$ cat src/rtl/core/schist_pkg.sv
package schist_pkg;

	localparam int ENTRIES = 256;
	localparam int IDX_W   = (ENTRIES > 2) ? $clog2(ENTRIES) : 1;
	localparam int USED_W  = $clog2(ENTRIES + 1);

	localparam logic [2:0] MODE_CLEAR    = 3'd0;
	localparam logic [2:0] MODE_ADD      = 3'd1;
	localparam logic [2:0] MODE_SET      = 3'd2;
	localparam logic [2:0] MODE_APPEND   = 3'd3;
	localparam logic [2:0] MODE_ZERO     = 3'd4;
	localparam logic [2:0] MODE_SORT_CAT = 3'd5;
	localparam logic [2:0] MODE_SORT_CNT = 3'd6;
	localparam logic [2:0] MODE_READ     = 3'd7;

	localparam logic [1:0] ST_UPDATED  = 2'd0;
	localparam logic [1:0] ST_APPENDED = 2'd1;
	localparam logic [1:0] ST_FULL     = 2'd2;
	localparam logic [1:0] ST_DONE     = 2'd3;

	typedef struct packed {
		logic [2:0]         mode;
		logic signed [31:0] category;
		logic signed [63:0] amount;
		logic [7:0]         entry_index;
	} item_t;

	typedef struct packed {
		logic [1:0]         status;
		logic signed [31:0] read_category;
		logic signed [63:0] read_count;
		logic [8:0]         entries_used;
	} result_t;

	typedef struct packed {
		logic signed [31:0] cat;
		logic signed [63:0] cnt;
	} entry_t;

	// broadcast to every cell
	typedef struct packed {
		logic               by_count;
		logic               do_add;
		logic               zero;
		logic signed [31:0] key;
		entry_t             new_entry;
	} cell_ctl_t;

	// per-cell selects
	typedef struct packed {
		logic valid;
		logic rd_sel;
		logic append;
		logic update;
		logic merge;
		logic take_right;
		logic take_left;
	} cell_sel_t;

	typedef struct packed {
		logic match;
		logic after;
		logic dup;
	} cell_stat_t;

	function automatic logic signed [63:0] sat_add(input logic signed [63:0] a,
		input logic signed [63:0] b);
		logic signed [63:0] s;
		s = a + b;
		if (a[63] == b[63] && s[63] != a[63]) begin
			sat_add = a[63] ? {1'b1, 63'b0} : {1'b0, {63{1'b1}}};
		end else begin
			sat_add = s;
		end
	endfunction

endpackage

$ cat src/rtl/core/schist_cell.sv
module schist_cell (
	input  logic                    clk,
	input  schist_pkg::cell_ctl_t   ctl,
	input  schist_pkg::cell_sel_t   sel,
	input  schist_pkg::entry_t      left,
	input  schist_pkg::entry_t      right,
	input  logic                    right_valid,
	output schist_pkg::entry_t      data,
	output schist_pkg::cell_stat_t  stat,
	output schist_pkg::entry_t      rd
);

	schist_pkg::entry_t data_q;
	schist_pkg::entry_t rd_q;
	logic               match_q;
	logic signed [63:0] addend;
	logic signed [63:0] sum;

	assign addend = sel.merge ? right.cnt : ctl.new_entry.cnt;
	assign sum    = schist_pkg::sat_add(data_q.cnt, addend);

	always_ff @(posedge clk) begin
		if (sel.append) begin
			data_q <= ctl.new_entry;
		end else if (sel.update) begin
			data_q.cnt <= ctl.do_add ? sum : ctl.new_entry.cnt;
		end else if (sel.merge) begin
			data_q.cnt <= sum;
		end else if (ctl.zero) begin
			data_q.cnt <= '0;
		end else if (sel.take_right) begin
			data_q <= right;
		end else if (sel.take_left) begin
			data_q <= left;
		end
		// sampled every cycle, used in the cycle after the beat is taken
		match_q <= sel.valid && (data_q.cat == ctl.key);
		rd_q    <= sel.rd_sel ? data_q : '0;
	end

	always_comb begin
		stat.match = match_q;
		stat.dup   = sel.valid && right_valid && (data_q.cat == right.cat);
		if (!(sel.valid && right_valid)) begin
			stat.after = 1'b0;
		end else if (ctl.by_count && (data_q.cnt != right.cnt)) begin
			stat.after = $signed(data_q.cnt) > $signed(right.cnt);
		end else begin
			stat.after = $signed(data_q.cat) > $signed(right.cat);
		end
	end

	assign data = data_q;
	assign rd   = rd_q;

endmodule

$ cat config.mk
export PLATFORM = sky130hd
export DESIGN_NAME = schist_cell
export DESIGN_NICKNAME = d
export VERILOG_FILES = /design/src/rtl/core/schist_pkg.sv /design/src/rtl/core/schist_cell.sv
export SDC_FILE = /design/constraint.sdc
export NUM_CORES = 1
export LEC_CHECK = 0
export ABC_AREA = 1
export BUFFER_PORTS_ARGS = -buffer_cell sky130_fd_sc_hd__buf_2
export CAP_MARGIN = 20
export CORE_AREA = 2 2 205 207
export DETAILED_ROUTE_END_ITERATION = 8
export DIE_AREA = 0 0 207 209
export MAX_ROUTING_LAYER = met4
export PLACE_DENSITY_LB_ADDON = 0.08
export SLEW_MARGIN = 20
export SYNTH_ARGS = -nofsm -noshare
export SYNTH_HDL_FRONTEND = slang
export SYNTH_SLANG_ARGS = --single-unit
$ cat constraint.sdc
create_clock -name clk -period 4.1 [get_ports clk]
set_clock_uncertainty 0.15 [all_clocks]
set_input_delay 0.205 -clock clk [delete_from_list [all_inputs] [get_ports clk]]
set_output_delay 0.205 -clock clk [all_outputs]
set_load 0.02 [all_outputs]
* Word level (Yosys, flattened, before mapping) *
Cells that the tools add are included.

word-level totals
  word-level logic and storage cells = 39
  input port bits = 332
  register bits after elaboration = 193
  output and inout bits = 195

operators by class
  equal/unequal tests = 8
  mux-type cells = 15
  $lt $le $gt $ge = 2
  add/sub/neg operators = 1
  reduce and logical (&&, ||, !) cells = 8

operators by type and width
  cell                                                    count
  two-way mux 64 bit                                      7
  two-way mux 96 bit                                      3
  two-way mux 32 bit                                      3
  adder 64 bit                                            1
  equality test 32 bit                                    2
  greater-than comparator 64 bit                          1
  inequality test 64 bit                                  1
  greater-than comparator 32 bit                          1
  inequality test 2 x 1 -> 1 bit (second input constant)  3
  nonzero test 6 bit                                      1
  logical AND 1 bit                                       5
  AND reduction 4 bit                                     1
  nonzero test 3 bit                                      1
  two-way mux 1 bit                                       2
  equality test 1 bit                                     1
  inequality test 1 bit                                   1

* Longest topological paths before layout *
Gate-level depths: netlist of the first run.

  depth in word-level cells = 8
  gate-level depth with buffers = 25
  mapped depth without buffers = 22

* Worst setup path before layout of the first run *
No wires, ideal clock.

  path type = in2reg
  start = in sel[1] in the netlist's numbering
  end = reg data_q, in the netlist data[0] (enable)
  buffers on the path = 3
  setup time = 0.851 ns
  required time = 3.099 ns
  path slack = 0.642 ns
  data arrival time = 2.457 ns
  cell stages on the path = 5
  path through = clkbuf_1 clkbuf_1 clkbuf_1 nor3_1 nand3_1

on the way
  word-level cells in the longest chain between the ends = 1

ends and longest elaborated chain
  element                       line               source
  from (decl)                   schist_cell.sv:4   input schist_pkg::cell_sel_t sel,
  nonzero test 6 bit (no line)  --
  to (signal assigned)          schist_cell.sv:24  data_q <= ctl.new_entry;
  to (signal assigned)          schist_cell.sv:32  data_q <= right;
  to (signal assigned)          schist_cell.sv:34  data_q <= left;
  to (decl)                     schist_cell.sv:13  schist_pkg::entry_t data_q;

Every way passes these cells.
A chain may end at the register's enable or synchronous reset.

* Worst setup path in the final report of the first run *
  start = in ctl[0] in the netlist's numbering
  end = reg data_q, in the netlist data[36] (data pin)

on the way
  word-level cells in the longest chain between the ends = 8
  elaborated cells between the ends (all ways) = 9
  classes of those cells = add/sub (1); eq/ne (1); mux (6); reduce/logical (1)

ends and longest elaborated chain
  element                                line                                  source
  from (decl)                            schist_cell.sv:3                      input schist_pkg::cell_ctl_t ctl,
  two-way mux 64 bit *                   schist_cell.sv:19                     assign addend = sel.merge ? right.cnt : ctl.new_entry.cnt;
  adder 64 bit *                         schist_pkg.sv:69                      s = a + b;
  inequality test 1 bit                  schist_pkg.sv:70                      if (a[63] == b[63] && s[63] != a[63]) begin
  logical AND 1 bit                      schist_pkg.sv:70
  two-way mux 64 bit *                   schist_pkg.sv:70
  two-way mux 64 bit (on tied branches)  schist_cell.sv:27, schist_cell.sv:26
  two-way mux 64 bit *                   schist_cell.sv:25                     end else if (sel.update) begin
  two-way mux 96 bit *                   schist_cell.sv:23                     if (sel.append) begin

Mark *: on every way between the ends. The rest lies on a longest branch, timed or not.

==> summary.md, run 1 <==
| Metric | Value |
|---|---|
| Share of cells above drive strength 1 | `0.161` |
| Total CTS buffers | `17` |
| Sequential share of the synthesized area | `0.244` |
| Initial Utilization | `0.479` |
| F_max | `~260 MHz` |
| Vias per std cell | `~5.0` |
| Placed inst area | `roughly 23,000 um2` |
| Routed len/inst | `17.0 um` |
| Grt ovf | `0` |
| Critical Path Max Stage Delay | `0.60 ns` |
| Clock insertion delay at the later pin of the skew report | `0.51 ns` |
| Gr usage total | `0.359` |
| Synthesized Nets | `3,828` |
| Final-report max-slew violation count | `0` |
| Critical path class | `in2reg` |
| Initial DRC count | `1,908` |
| Simple-Gate Fraction of Synth Area | `0.339` |
| Crit path max fanout | `4` |
| Synth Area in Adders | `0.102` |
| Cell variety after synth | `49` |
| PwrDens | `342 nW/um2` |
| Post-Syn Area | `19,800 um2` |
| Largest net degree at the start of global routing | `around 150` |
| Arrival @ worst endpoint | `4.02 ns` |
| Global-route wire length before repair | `between 100 and 150 mm` |
| Die Footprint | `43,300 um2` |
| Synth Register Bits | `between 150 and 200` |
| Clock tree from TritonCTS | `built` |
| Gp weighted congestion | `1.02` |
| Peak VDD IR | `roughly 0.34 mV` |
| Die Ht | `209 um` |
| Total core area | `41,300 um2` |
| Cell family with most CP delay | `simple AND/OR/NAND/NOR gates` |
| TNS Setup | `0 ns` |
| I/O pin cnt | `527` |
| Layout net count | `4,467` |
| Residual DRC | `0` |
| Min cycle time layout | `between 3 and 4 ns` |
| Clk root buf | `clkbuf_16` |
| Post-synthesis mux area share | `0` |
| Main combinational cell family by area after synthesis | `simple AND/OR/NAND/NOR gates` |
| Required time of the critical path | `4.20 ns` |
| Row count | `75` |
| Mapped Cells | `roughly 3,300` |
| Slew margin rel. | `0.266` |
| Post-Layout Cell Count | `about 4,500` |
| Synth Area in Compound Gates | `0.145` |
| CP most frequent cell | `nand3_1` |
| P_leak | `15.2 nW` |
| MaxCap Viol Count | `0` |
| Crit-path cells | `dlygate4sd3_1 -> buf_2 -> inv_1 -> o21ai_0 -> ha_1 -> fa_2 -> nand3_1 -> nand3_1 -> nand3_1 -> nand3b_1 -> nand2_1 -> nand2_1 -> nand2_1 -> nand4_1 -> nand3_1 -> nand3_1 -> a21boi_0 -> nand2_1 -> dlygate4sd3_1` |
| WL final | `77.1 mm` |
| Crit path max-delay cell type | `dlygate4sd3_1` |
| Clock buffer depth | `2` |
| RSZ-0062 raised after global routing | `false` |
| Initial DRT Pass Iterations | `5` |
| Initial antenna violation count | `4` |
| H-tree level count | `4` |
| Status | `complete, no violations` |
| Setup violations, final | `0` |
| Asr flop ratio synth | `0` |
| Hold Fails Final Rpt | `0` |
| # port buffers | `526` |
| Final instance area | `about 25,000 um2` |
| Syn_area_per_cell | `5.92 um2` |
| EDFF count, synth | `between 90 and 100` |
| CTS Sinks | `193` |
| Inst Count DP | `4,307` |
| Area Overhead vs Synth | `28.2%` |
| Post-synthesis xor/xnor area fraction | `0.0195` |
| Fin crit share | `0.956` |
| Crit path capture type | `flip-flop` |
| DP HPWL | `60.2 mm` |
| Clock-pin transition on the worst setup and hold timing paths | `0.08 ns` |
| Type of origin of the critical path | `input pin` |
| Worst hold slack | `0.0393 ns` |
| Vias in the first global route | `21,800` |
| YS warnings | `0` |
| Worst-Margin Slew | `1.10 ns` |
| Die Wd | `approximately 210 um` |
| Worst Path Buf+Inv | `4` |
| Post-synth top flop | `dfxtp_1` |
| Via count | `approximately 23,000` |
| Final ANT Viol Nets | `0` |
| Hold Path Class | `in2reg` |
## layout by cell type (no fill, tap or decap), types with 21 or more instances in the layout
master         synthesis  layout
nand2_1             1295    1293
inv_1                644     642
buf_2                 15     522
a21oi_1              244     244
dlygate4sd3_1          0     186
nor2_1               167     164
ha_1                 159     159
nand3_1               99      98
dfxtp_1               97      97
edfxtp_1              96      96
o21ai_0               93      91
o211ai_1              60      60
xor2_1                37      37
o21ai_1               29      31
nand2_2               19      21
## cell type report
class	count	area (um2)
fillers	4273	15900
multi-input cells	2372	12000
flip-flops and latches	193	4820
repair buffers	736	4790
inverters	655	2460
well taps	539	674
clock buffers	18	439
clock inverters	14	143
diodes	4	10.0
## repair_timing
item                                   CTS  global route
setup buffers                            0             1
resized for setup                        0             6
endpoints found under the hold margin   97             0
hold buffers                           186             0
setup endpoints to repair                0            18
## worst paths after layout
kind	startpoint	end	slack, ns	depth (start not counted)
hold / removal	left[63]	data[63]	0.04	5
setup / recovery	ctl[0]	data[36]	0.18	19
setup reg to reg	data[0]	data[36]	0.26	15
hold reg to reg	data[64]	rd[64]	0.34	2
## through the flow
stage	worst slack, ns	total power (W)	utilization
final	0.179	0.00866	0.614
after detailed placement	0.319	0.00663	0.553
after floorplan	0.642	0.00532	-
after CTS	0.123	0.00862	0.612
after global placement	0.347	0.00661	0.553
after global routing	0.0120	0.00929	0.614
## synth_stat cells (all sizes together) (2+ instances only)
| master | n | share of area |
|---|---|---|
| o22ai | 5 | 0.0016 |
| xor2 | 37 | 0.016 |
| xnor2 | 7 | 0.0031 |
| a221oi | 2 | 0.00089 |
| nand3 | 109 | 0.030 |
| a22oi | 7 | 0.0027 |
| a21boi | 39 | 0.015 |
| clkbuf | 79 | 0.015 |
| o21a | 3 | 0.0011 |
| o21bai | 8 | 0.0030 |
| nand4 | 20 | 0.0063 |
| nor4 | 8 | 0.0025 |
| o21ai | 122 | 0.031 |
| a2111oi | 5 | 0.0022 |
| a21oi | 246 | 0.063 |
| ha | 159 | 0.10 |
| nor2 | 171 | 0.033 |
| or2 | 4 | 0.0013 |
| inv | 654 | 0.12 |
| nand3b | 16 | 0.0061 |
| nand2 | 1316 | 0.25 |
| dfxtp | 97 | 0.098 |
| a22o | 3 | 0.0013 |
| buf | 37 | 0.012 |
| o211ai | 60 | 0.023 |
| nor3 | 17 | 0.0046 |
| edfxtp | 96 | 0.15 |
## worst min-delay path, delay by kind of cell
kind	cells	cell delay (ns)
AND/OR/NAND/NOR	2	0.10
buffers and inverters	1	0.13
AO/OA/AOI/OAI	2	0.16
## layer usage
layer / vias to the layer above / share of wire / GRT usage
met5: - / 0 / -
met4: 0 / 0.026 / 0.107
met3: 120 / 0.064 / 0.0476
met2: 891 / 0.48 / 0.607
met1: 10200 / 0.43 / 0.448
li1: 11600 / - / -
## cell families after synthesis
group | after synthesis
and+or+nand+nor | 1665
xor gates and xnor gates | 44
DFF | 193
AOI/OAI and AO/OA | 503
adders and majority gates | 160
buffers and inverters | 771
## sequential cells by signal, summed over array words and instances (netlist names)
signal and cells:
data 96, match_q 1, rd 96
## report_power, final
part,total [W],switching [W],internal [W]
clock network,0.00175,0.000933,0.000821
logic,0.00435,0.00277,0.00158
registers,0.00255,0.000256,0.00229
Note: power is estimated with default switching activity, not from simulation.
==> run 2, diff against run 1 <==
PLACE_DENSITY = 0.81   (was default)
PLACE_DENSITY_LB_ADDON = default   (was 0.08)
TNS_END_PERCENT = 30   (was default)
==> summary.md, run 2 (synthesis gave the netlist of run 1 again) <==
| Metric | Value |
|---|---|
| Status | `complete, no violations` |
| Net Switching | `0.00395 W (-0.17%)` |
| Required time of the critical path | `4.20 ns (about the same)` |
| Crit path max fanout | `4 (unchanged)` |
| Initial DRT Pass Iterations | `9 (+4)` |
| Most frequent cells in the layout | `nand2_1 (1,291), inv_1 (643), buf_2 (522)` |
| Placed inst area | `22,900 um2 (+0.22%)` |
| Critical R2R Launch | `data[0]` |
| F_max | `254 MHz (-0.24%)` |
| Clock tree from TritonCTS | `built` |
| Logic pwr share | `0.499 (-0.004)` |
| Global-route wire length before repair | `120 mm (about the same)` |
| Area Overhead vs Synth | `28.6%` |
| Area taken by flip-flops and latches | `4820 um2 (unchanged)` |
| FF-to-FF End | `data[30]` |
| Clk network pwr share | `0.208 (+0.005)` |
| Initial antenna violation count | `9 (+5)` |
| CP startpoint | `data[0]` |
| Reg power frac | `0.293 (about the same)` |
| Initial Utilization | `0.479 (unchanged)` |
| Critical path class | `reg2reg` |
| Final-report max-slew violation count | `0 (unchanged)` |
| Commonest non-fill, non-tap cell in the layout | `nand2_1` |
| H-tree level count | `4 (unchanged)` |
| Routed len/inst | `17.1 um (+0.26%)` |
| Clock buffer depth | `2 (unchanged)` |
| Die Wd | `207 um (unchanged)` |
| Fin crit share | `0.959 (+0.00233)` |
| R2R Setup Slk | `0.17 ns (-0.09 ns)` |
| Die Footprint | `43,300 um2 (unchanged)` |
| P_leak | `15.3 nW (+0.40%)` |
| Type of origin of the critical path | `flip-flop` |
| Vias in the first global route | `22,100 (+1.4%)` |
| Total CTS buffers | `17 (unchanged)` |
| Via count | `23,500 (+2.6%)` |
| # port buffers | `526 (unchanged)` |
| Worst-Margin Slew | `1.10 ns (+0.000351 ns)` |
| Power Internal | `0.00476 W (+1.3%)` |
| Grt ovf | `0 (unchanged)` |
| Min cycle time layout | `3.93 ns (+0.00954 ns)` |
| Clk root buf | `clkbuf_16` |
| Peak VDD IR | `0.281 mV (-17%)` |
| Slew margin rel. | `0.265 (-0.00104)` |
| Residual DRC | `0 (unchanged)` |
| I/O pin cnt | `527 (unchanged)` |
| Clock-pin transition on the worst setup and hold timing paths | `0.09 ns (about the same)` |
| Gp weighted congestion | `1.07 (+4.7%)` |
| Arrival @ worst endpoint | `4.03 ns (about the same)` |
| Reg2Reg Depth | `18 (+3)` |
| Hold Fails Final Rpt | `0 (unchanged)` |
| DP HPWL | `59.8 mm (-0.53%)` |
| RSZ-0062 raised after global routing | `false` |
| Layout net count | `4,476 (+0.20%)` |
| CTS Sinks | `193 (unchanged)` |
| Final ANT Viol Nets | `0 (unchanged)` |
| WL final | `77.5 mm (+0.52%)` |
| Setup violations, final | `0 (unchanged)` |
| Area occupied by multi-input gates | `12,000 um2 (about the same)` |
| Gr usage total | `0.359 (-0.000575)` |
| Row count | `75 (unchanged)` |
| Crit path capture type | `flip-flop` |
| Worst setup endpoint | `data[30]` |
| MaxCap Viol Count | `0 (unchanged)` |
| Sw Ratio | `0.454 (-0.00352)` |
| TNS Setup | `0 ns (unchanged)` |
| Total core area | `41,300 um2 (unchanged)` |
| Layout fillers | `3,957 (-7.4%)` |
| Share of cells above drive strength 1 | `0.163 (+0.00214)` |
| Hold Path Class | `in2reg` |
| Die Ht | `209 um (unchanged)` |
| Largest net degree at the start of global routing | `88 (-41%)` |
| Final instance area | `25,400 um2 (+0.32%)` |
| Vias per std cell | `5.17 (+2.3%)` |
| Clock insertion delay at the later pin of the skew report | `0.51 ns (about the same)` |
| PwrDens | `343 nW/um2 (+0.29%)` |
| Initial DRC count | `2,374 (+24%)` |
## run 2: metrics by stage
step | instances | setup WS, ns | hold slack (ns) | util | power, W
after floorplan | 3336 | 0.642 | 0.250 | - | 0.00532
after global placement | 4317 | 0.409 | 0.351 | 0.555 | 0.00654
after detailed placement | 4317 | 0.294 | 0.372 | 0.555 | 0.00659
after CTS | 4535 | 0.193 | 0.00209 | 0.614 | 0.00863
after global routing | 4543 | 0.00872 | 0.0444 | 0.616 | 0.00932
final | 4543 | 0.170 | 0.0244 | 0.616 | 0.00871
## run 2: worst max-delay path, cell delays in order, from the launching register on
cell and delay (ns):
edfxtp_1 0.52, ha_1 0.33, fa_1 0.44, nand3_1 0.10, nand3_1 0.15, nand2_1 0.10
nand2_1 0.10, nand2_1 0.08, nand2_1 0.13, nand2_1 0.10, nand2_1 0.18, xor2_1 0.20
nand2_1 0.07, nand2_1 0.05, inv_1 0.08, nand2_1 0.05, a21boi_0 0.18, nand2_1 0.08
dlygate4sd3_1 0.57
## run 2: metal layers
metal,part of all wire,track usage,vias to the layer above
li1,-,-,11700
met1,0.42,0.447,10500
met2,0.47,0.586,1129
met3,0.082,0.0648,170
met4,0.032,0.124,0
met5,0,-,-
## run 2: power groups by stage
stage | registers [W] | logic [W] | clock network [W]
floorplan | 0.00278 | 0.00254 | 0
global placement | 0.00258 | 0.00396 | 0
detailed placement | 0.00258 | 0.00401 | 0
CTS | 0.00254 | 0.00426 | 0.00183
global route | 0.00257 | 0.00484 | 0.00191
finish | 0.00255 | 0.00435 | 0.00181
## run 2: worst min-delay path by stage
stage,cells after the start,endpoint,slack (ns),start
floorplan,3,match_q,0.25,ctl[101]
global placement,2,rd[64],0.35,data[64]
detailed placement,2,rd[83],0.37,data[83]
CTS,5,data[9],0.002,left[9]
global route,5,data[60],0.04,left[60]
finish,5,data[9],0.02,left[9]
## run 2: timing repair
action                                  CTS  global route
endpoints found under the hold margin    97             0
gates resized for setup                   0            10
hold buffers                            186             0
setup buffers                             0             0
endpoints found under the setup margin    0            18
## run 2: area by class of cell
type	count	area share
flip-flops and latches	193	0.190
multi-input cells	2372	0.472
diodes	7	0.000689
well taps	539	0.0265
clock buffers	18	0.0169
clock inverters	14	0.00674
repair buffers	745	0.191
inverters	655	0.0967
==> run 3, diff against run 2 <==
REMOVE_ABC_BUFFERS = 1   (was default)
==> summary.md, run 3 (synthesis gave the netlist of run 1 again) <==
| Metric | Value |
|---|---|
| # port buffers | `526 (unchanged)` |
| Slew margin rel. | `0.279 (+0.0142)` |
| Die Wd | `207 um (unchanged)` |
| Total core area | `41,300 um2 (unchanged)` |
| Final instance area | `25,400 um2 (-0.15%)` |
| Die Footprint | `43,300 um2 (unchanged)` |
| Required time of the critical path | `4.22 ns (+0.02 ns)` |
| Critical path class | `reg2reg` |
| FF-to-FF End | `data[50]` |
| MaxCap Viol Count | `0 (unchanged)` |
| Largest net degree at the start of global routing | `65 (-26%)` |
| Vias in the first global route | `22,900 (+3.6%)` |
| Tot Pwr | `0.00874 W (+0.40%)` |
| Most frequent cells in the layout | `nand2_1 (1,292), inv_1 (643), buf_2 (522)` |
| F_max | `255 MHz (+0.24%)` |
| Final-report max-slew violation count | `0 (unchanged)` |
| Grt ovf | `0 (unchanged)` |
| Clock-pin transition on the worst setup and hold timing paths | `0.08 ns (about the same)` |
| H-tree level count | `4 (unchanged)` |
| Reg2Reg Depth | `15 (-3)` |
| Commonest non-fill, non-tap cell in the layout | `nand2_1` |
| Clock tree from TritonCTS | `built` |
| Placed inst area | `22,900 um2 (about the same)` |
| Arrival @ worst endpoint | `4.04 ns (about the same)` |
| Total CTS buffers | `17 (unchanged)` |
| Routed len/inst | `18.2 um (+6.5%)` |
| Gr usage total | `0.383 (+0.0242)` |
| Layout net count | `4,472 (-0.089%)` |
| Initial Utilization | `0.479 (unchanged)` |
| Hold Path Class | `in2reg` |
| Gp weighted congestion | `1.04 (-2.9%)` |
| Worst-Margin Slew | `1.08 ns (-0.0217 ns)` |
| Hold Fails Final Rpt | `0 (unchanged)` |
| Area Overhead vs Synth | `28.4%` |
| Type of origin of the critical path | `flip-flop` |
| WL final | `82.7 mm (+6.7%)` |
| Crit path max fanout | `4 (unchanged)` |
| Final ANT Viol Nets | `0 (unchanged)` |
| Setup violations, final | `0 (unchanged)` |
| Row count | `75 (unchanged)` |
| Cells on Worst Hold Path | `5 (unchanged)` |
| M3 GR Usage | `0.0567 (-0.00812)` |
| P_leak | `15.3 nW (-0.29%)` |
| Initial DRT Pass Iterations | `6 (-3)` |
| Gr busiest metal | `met2` |
| I/O pin cnt | `527 (unchanged)` |
| Critical R2R Launch | `data[28]` |
| Fin crit share | `0.956 (-0.00228)` |
| Global-route wire length before repair | `125 mm (+4.5%)` |
| Crit path capture type | `flip-flop` |
| Clk root buf | `clkbuf_16` |
| Layout fillers | `4,025 (+1.7%)` |
| HP Start | `left[26]` |
| Clock buffer depth | `2 (unchanged)` |
| Initial DRC count | `2,146 (-9.6%)` |
| Die Ht | `209 um (unchanged)` |
| Initial antenna violation count | `21 (+12)` |
| PwrDens | `344 nW/um2 (+0.55%)` |
| WHS Endpoint | `data[26]` |
| Util after Layout | `0.615 (-0.000909)` |
| M1 GR Usage | `0.426 (-0.0209)` |
| DP HPWL | `64.1 mm (+7.1%)` |
| Peak VDD IR | `0.363 mV (+29%)` |
| Residual DRC | `0 (unchanged)` |
| CTS Sinks | `193 (unchanged)` |
| Min cycle time layout | `3.92 ns (-0.00935 ns)` |
| RSZ-0062 raised after global routing | `false` |
| Worst hold slack | `0.0403 ns (+0.0159 ns)` |
| Share of cells above drive strength 1 | `0.163 (-0.000838)` |
| R2R Setup Slk | `0.18 ns (about the same)` |
| Status | `complete, no violations` |
| Clock insertion delay at the later pin of the skew report | `0.51 ns (about the same)` |
| Vias per std cell | `5.23 (+1.2%)` |
| Routing usage on met2 | `0.652 (+0.0666)` |
| Via count | `23,800 (+1.4%)` |
==> run 3: cell count changes in the layout (fill, tap and decap cells not counted), moves of 2 or more <==
cell / previous run / this run
diode_2: 7 / 21
dlygate4sd3_1: 186 / 184
inv_6: 3 / 5
inv_8: 4 / 1
o21ai_0: 91 / 93
o21ai_1: 31 / 29
==> run 3: report_power, final <==
group | internal, W | switching, W
registers | 0.00229 | 0.000270
logic | 0.00158 | 0.00283
clock network | 0.000857 | 0.000912
total | 0.00473 | 0.00401
==> run 3: per-stage QoR <==
step / std cells / setup TNS (ns) / setup WS (ns)
after floorplan: 3220 / -73.01 / -1.08
after global placement: 4316 / 0 / 0.549
after detailed placement: 4316 / 0 / 0.485
after CTS: 4532 / 0 / 0.174
after global routing: 4553 / 0 / 0.0131
final: 4553 / 0 / 0.179
==> run 3: final cells by class <==
type / count / area [um2] / share of cell area
Multi-Input combinational cell: 2372 / 12000 / 0.473
Sequential cell: 193 / 4820 / 0.190
Timing Repair Buffer: 741 / 4790 / 0.189
Inverter: 655 / 2460 / 0.0969
Tap cell: 539 / 674 / 0.0266
Clock buffer: 18 / 429 / 0.0169
Clock inverter: 14 / 150 / 0.00591
Antenna cell: 21 / 52.6 / 0.00207
==> run 3: worst max-delay path: stages (launching register included) <==
cell,delay (ns)
edfxtp_1,0.57
ha_1,0.42
nand2_1,0.11
nor2_1,0.17
inv_1,0.09
nor3_1,0.57
nand2_1,0.11
nand2_1,0.19
a21oi_1,0.19
nand3_1,0.11
nand2_1,0.06
nand2_1,0.07
nand3_1,0.07
a21oi_1,0.18
nand2_1,0.06
dlygate4sd3_1,0.55
==> run 3: routing by layer <==
metal / wire length, um / share of wire / up-vias
met5: 0 / 0 / -
met4: 5210 / 0.063 / 0
met3: 6100 / 0.074 / 249
met2: 39900 / 0.48 / 1217
met1: 31500 / 0.38 / 10700
li1: - / - / 11700
==> run 3: how the worst max path moves through the flow <==
stage	start	endpoint	slack (ns)	cells past startpoint
3_5_place_dp	sel[2]	data[30]	0.49	20
5_1_grt	ctl[0]	data[22]	0.01	20
3_3_place_gp	sel[2]	data[17]	0.55	23
6_report	data[28]	data[50]	0.18	15
4_1_cts	data[29]	stat[1]	0.17	12
2_1_floorplan	sel[2]	data[0]	-1.08	2
==> run 3: repair_timing <==
item / in CTS / in global routing
resized for setup: 0 / 4
hold endpoints to repair: 97 / 0
hold buffers: 184 / 0
buffers inserted: 0 / 0
setup endpoints to repair: 0 / 7
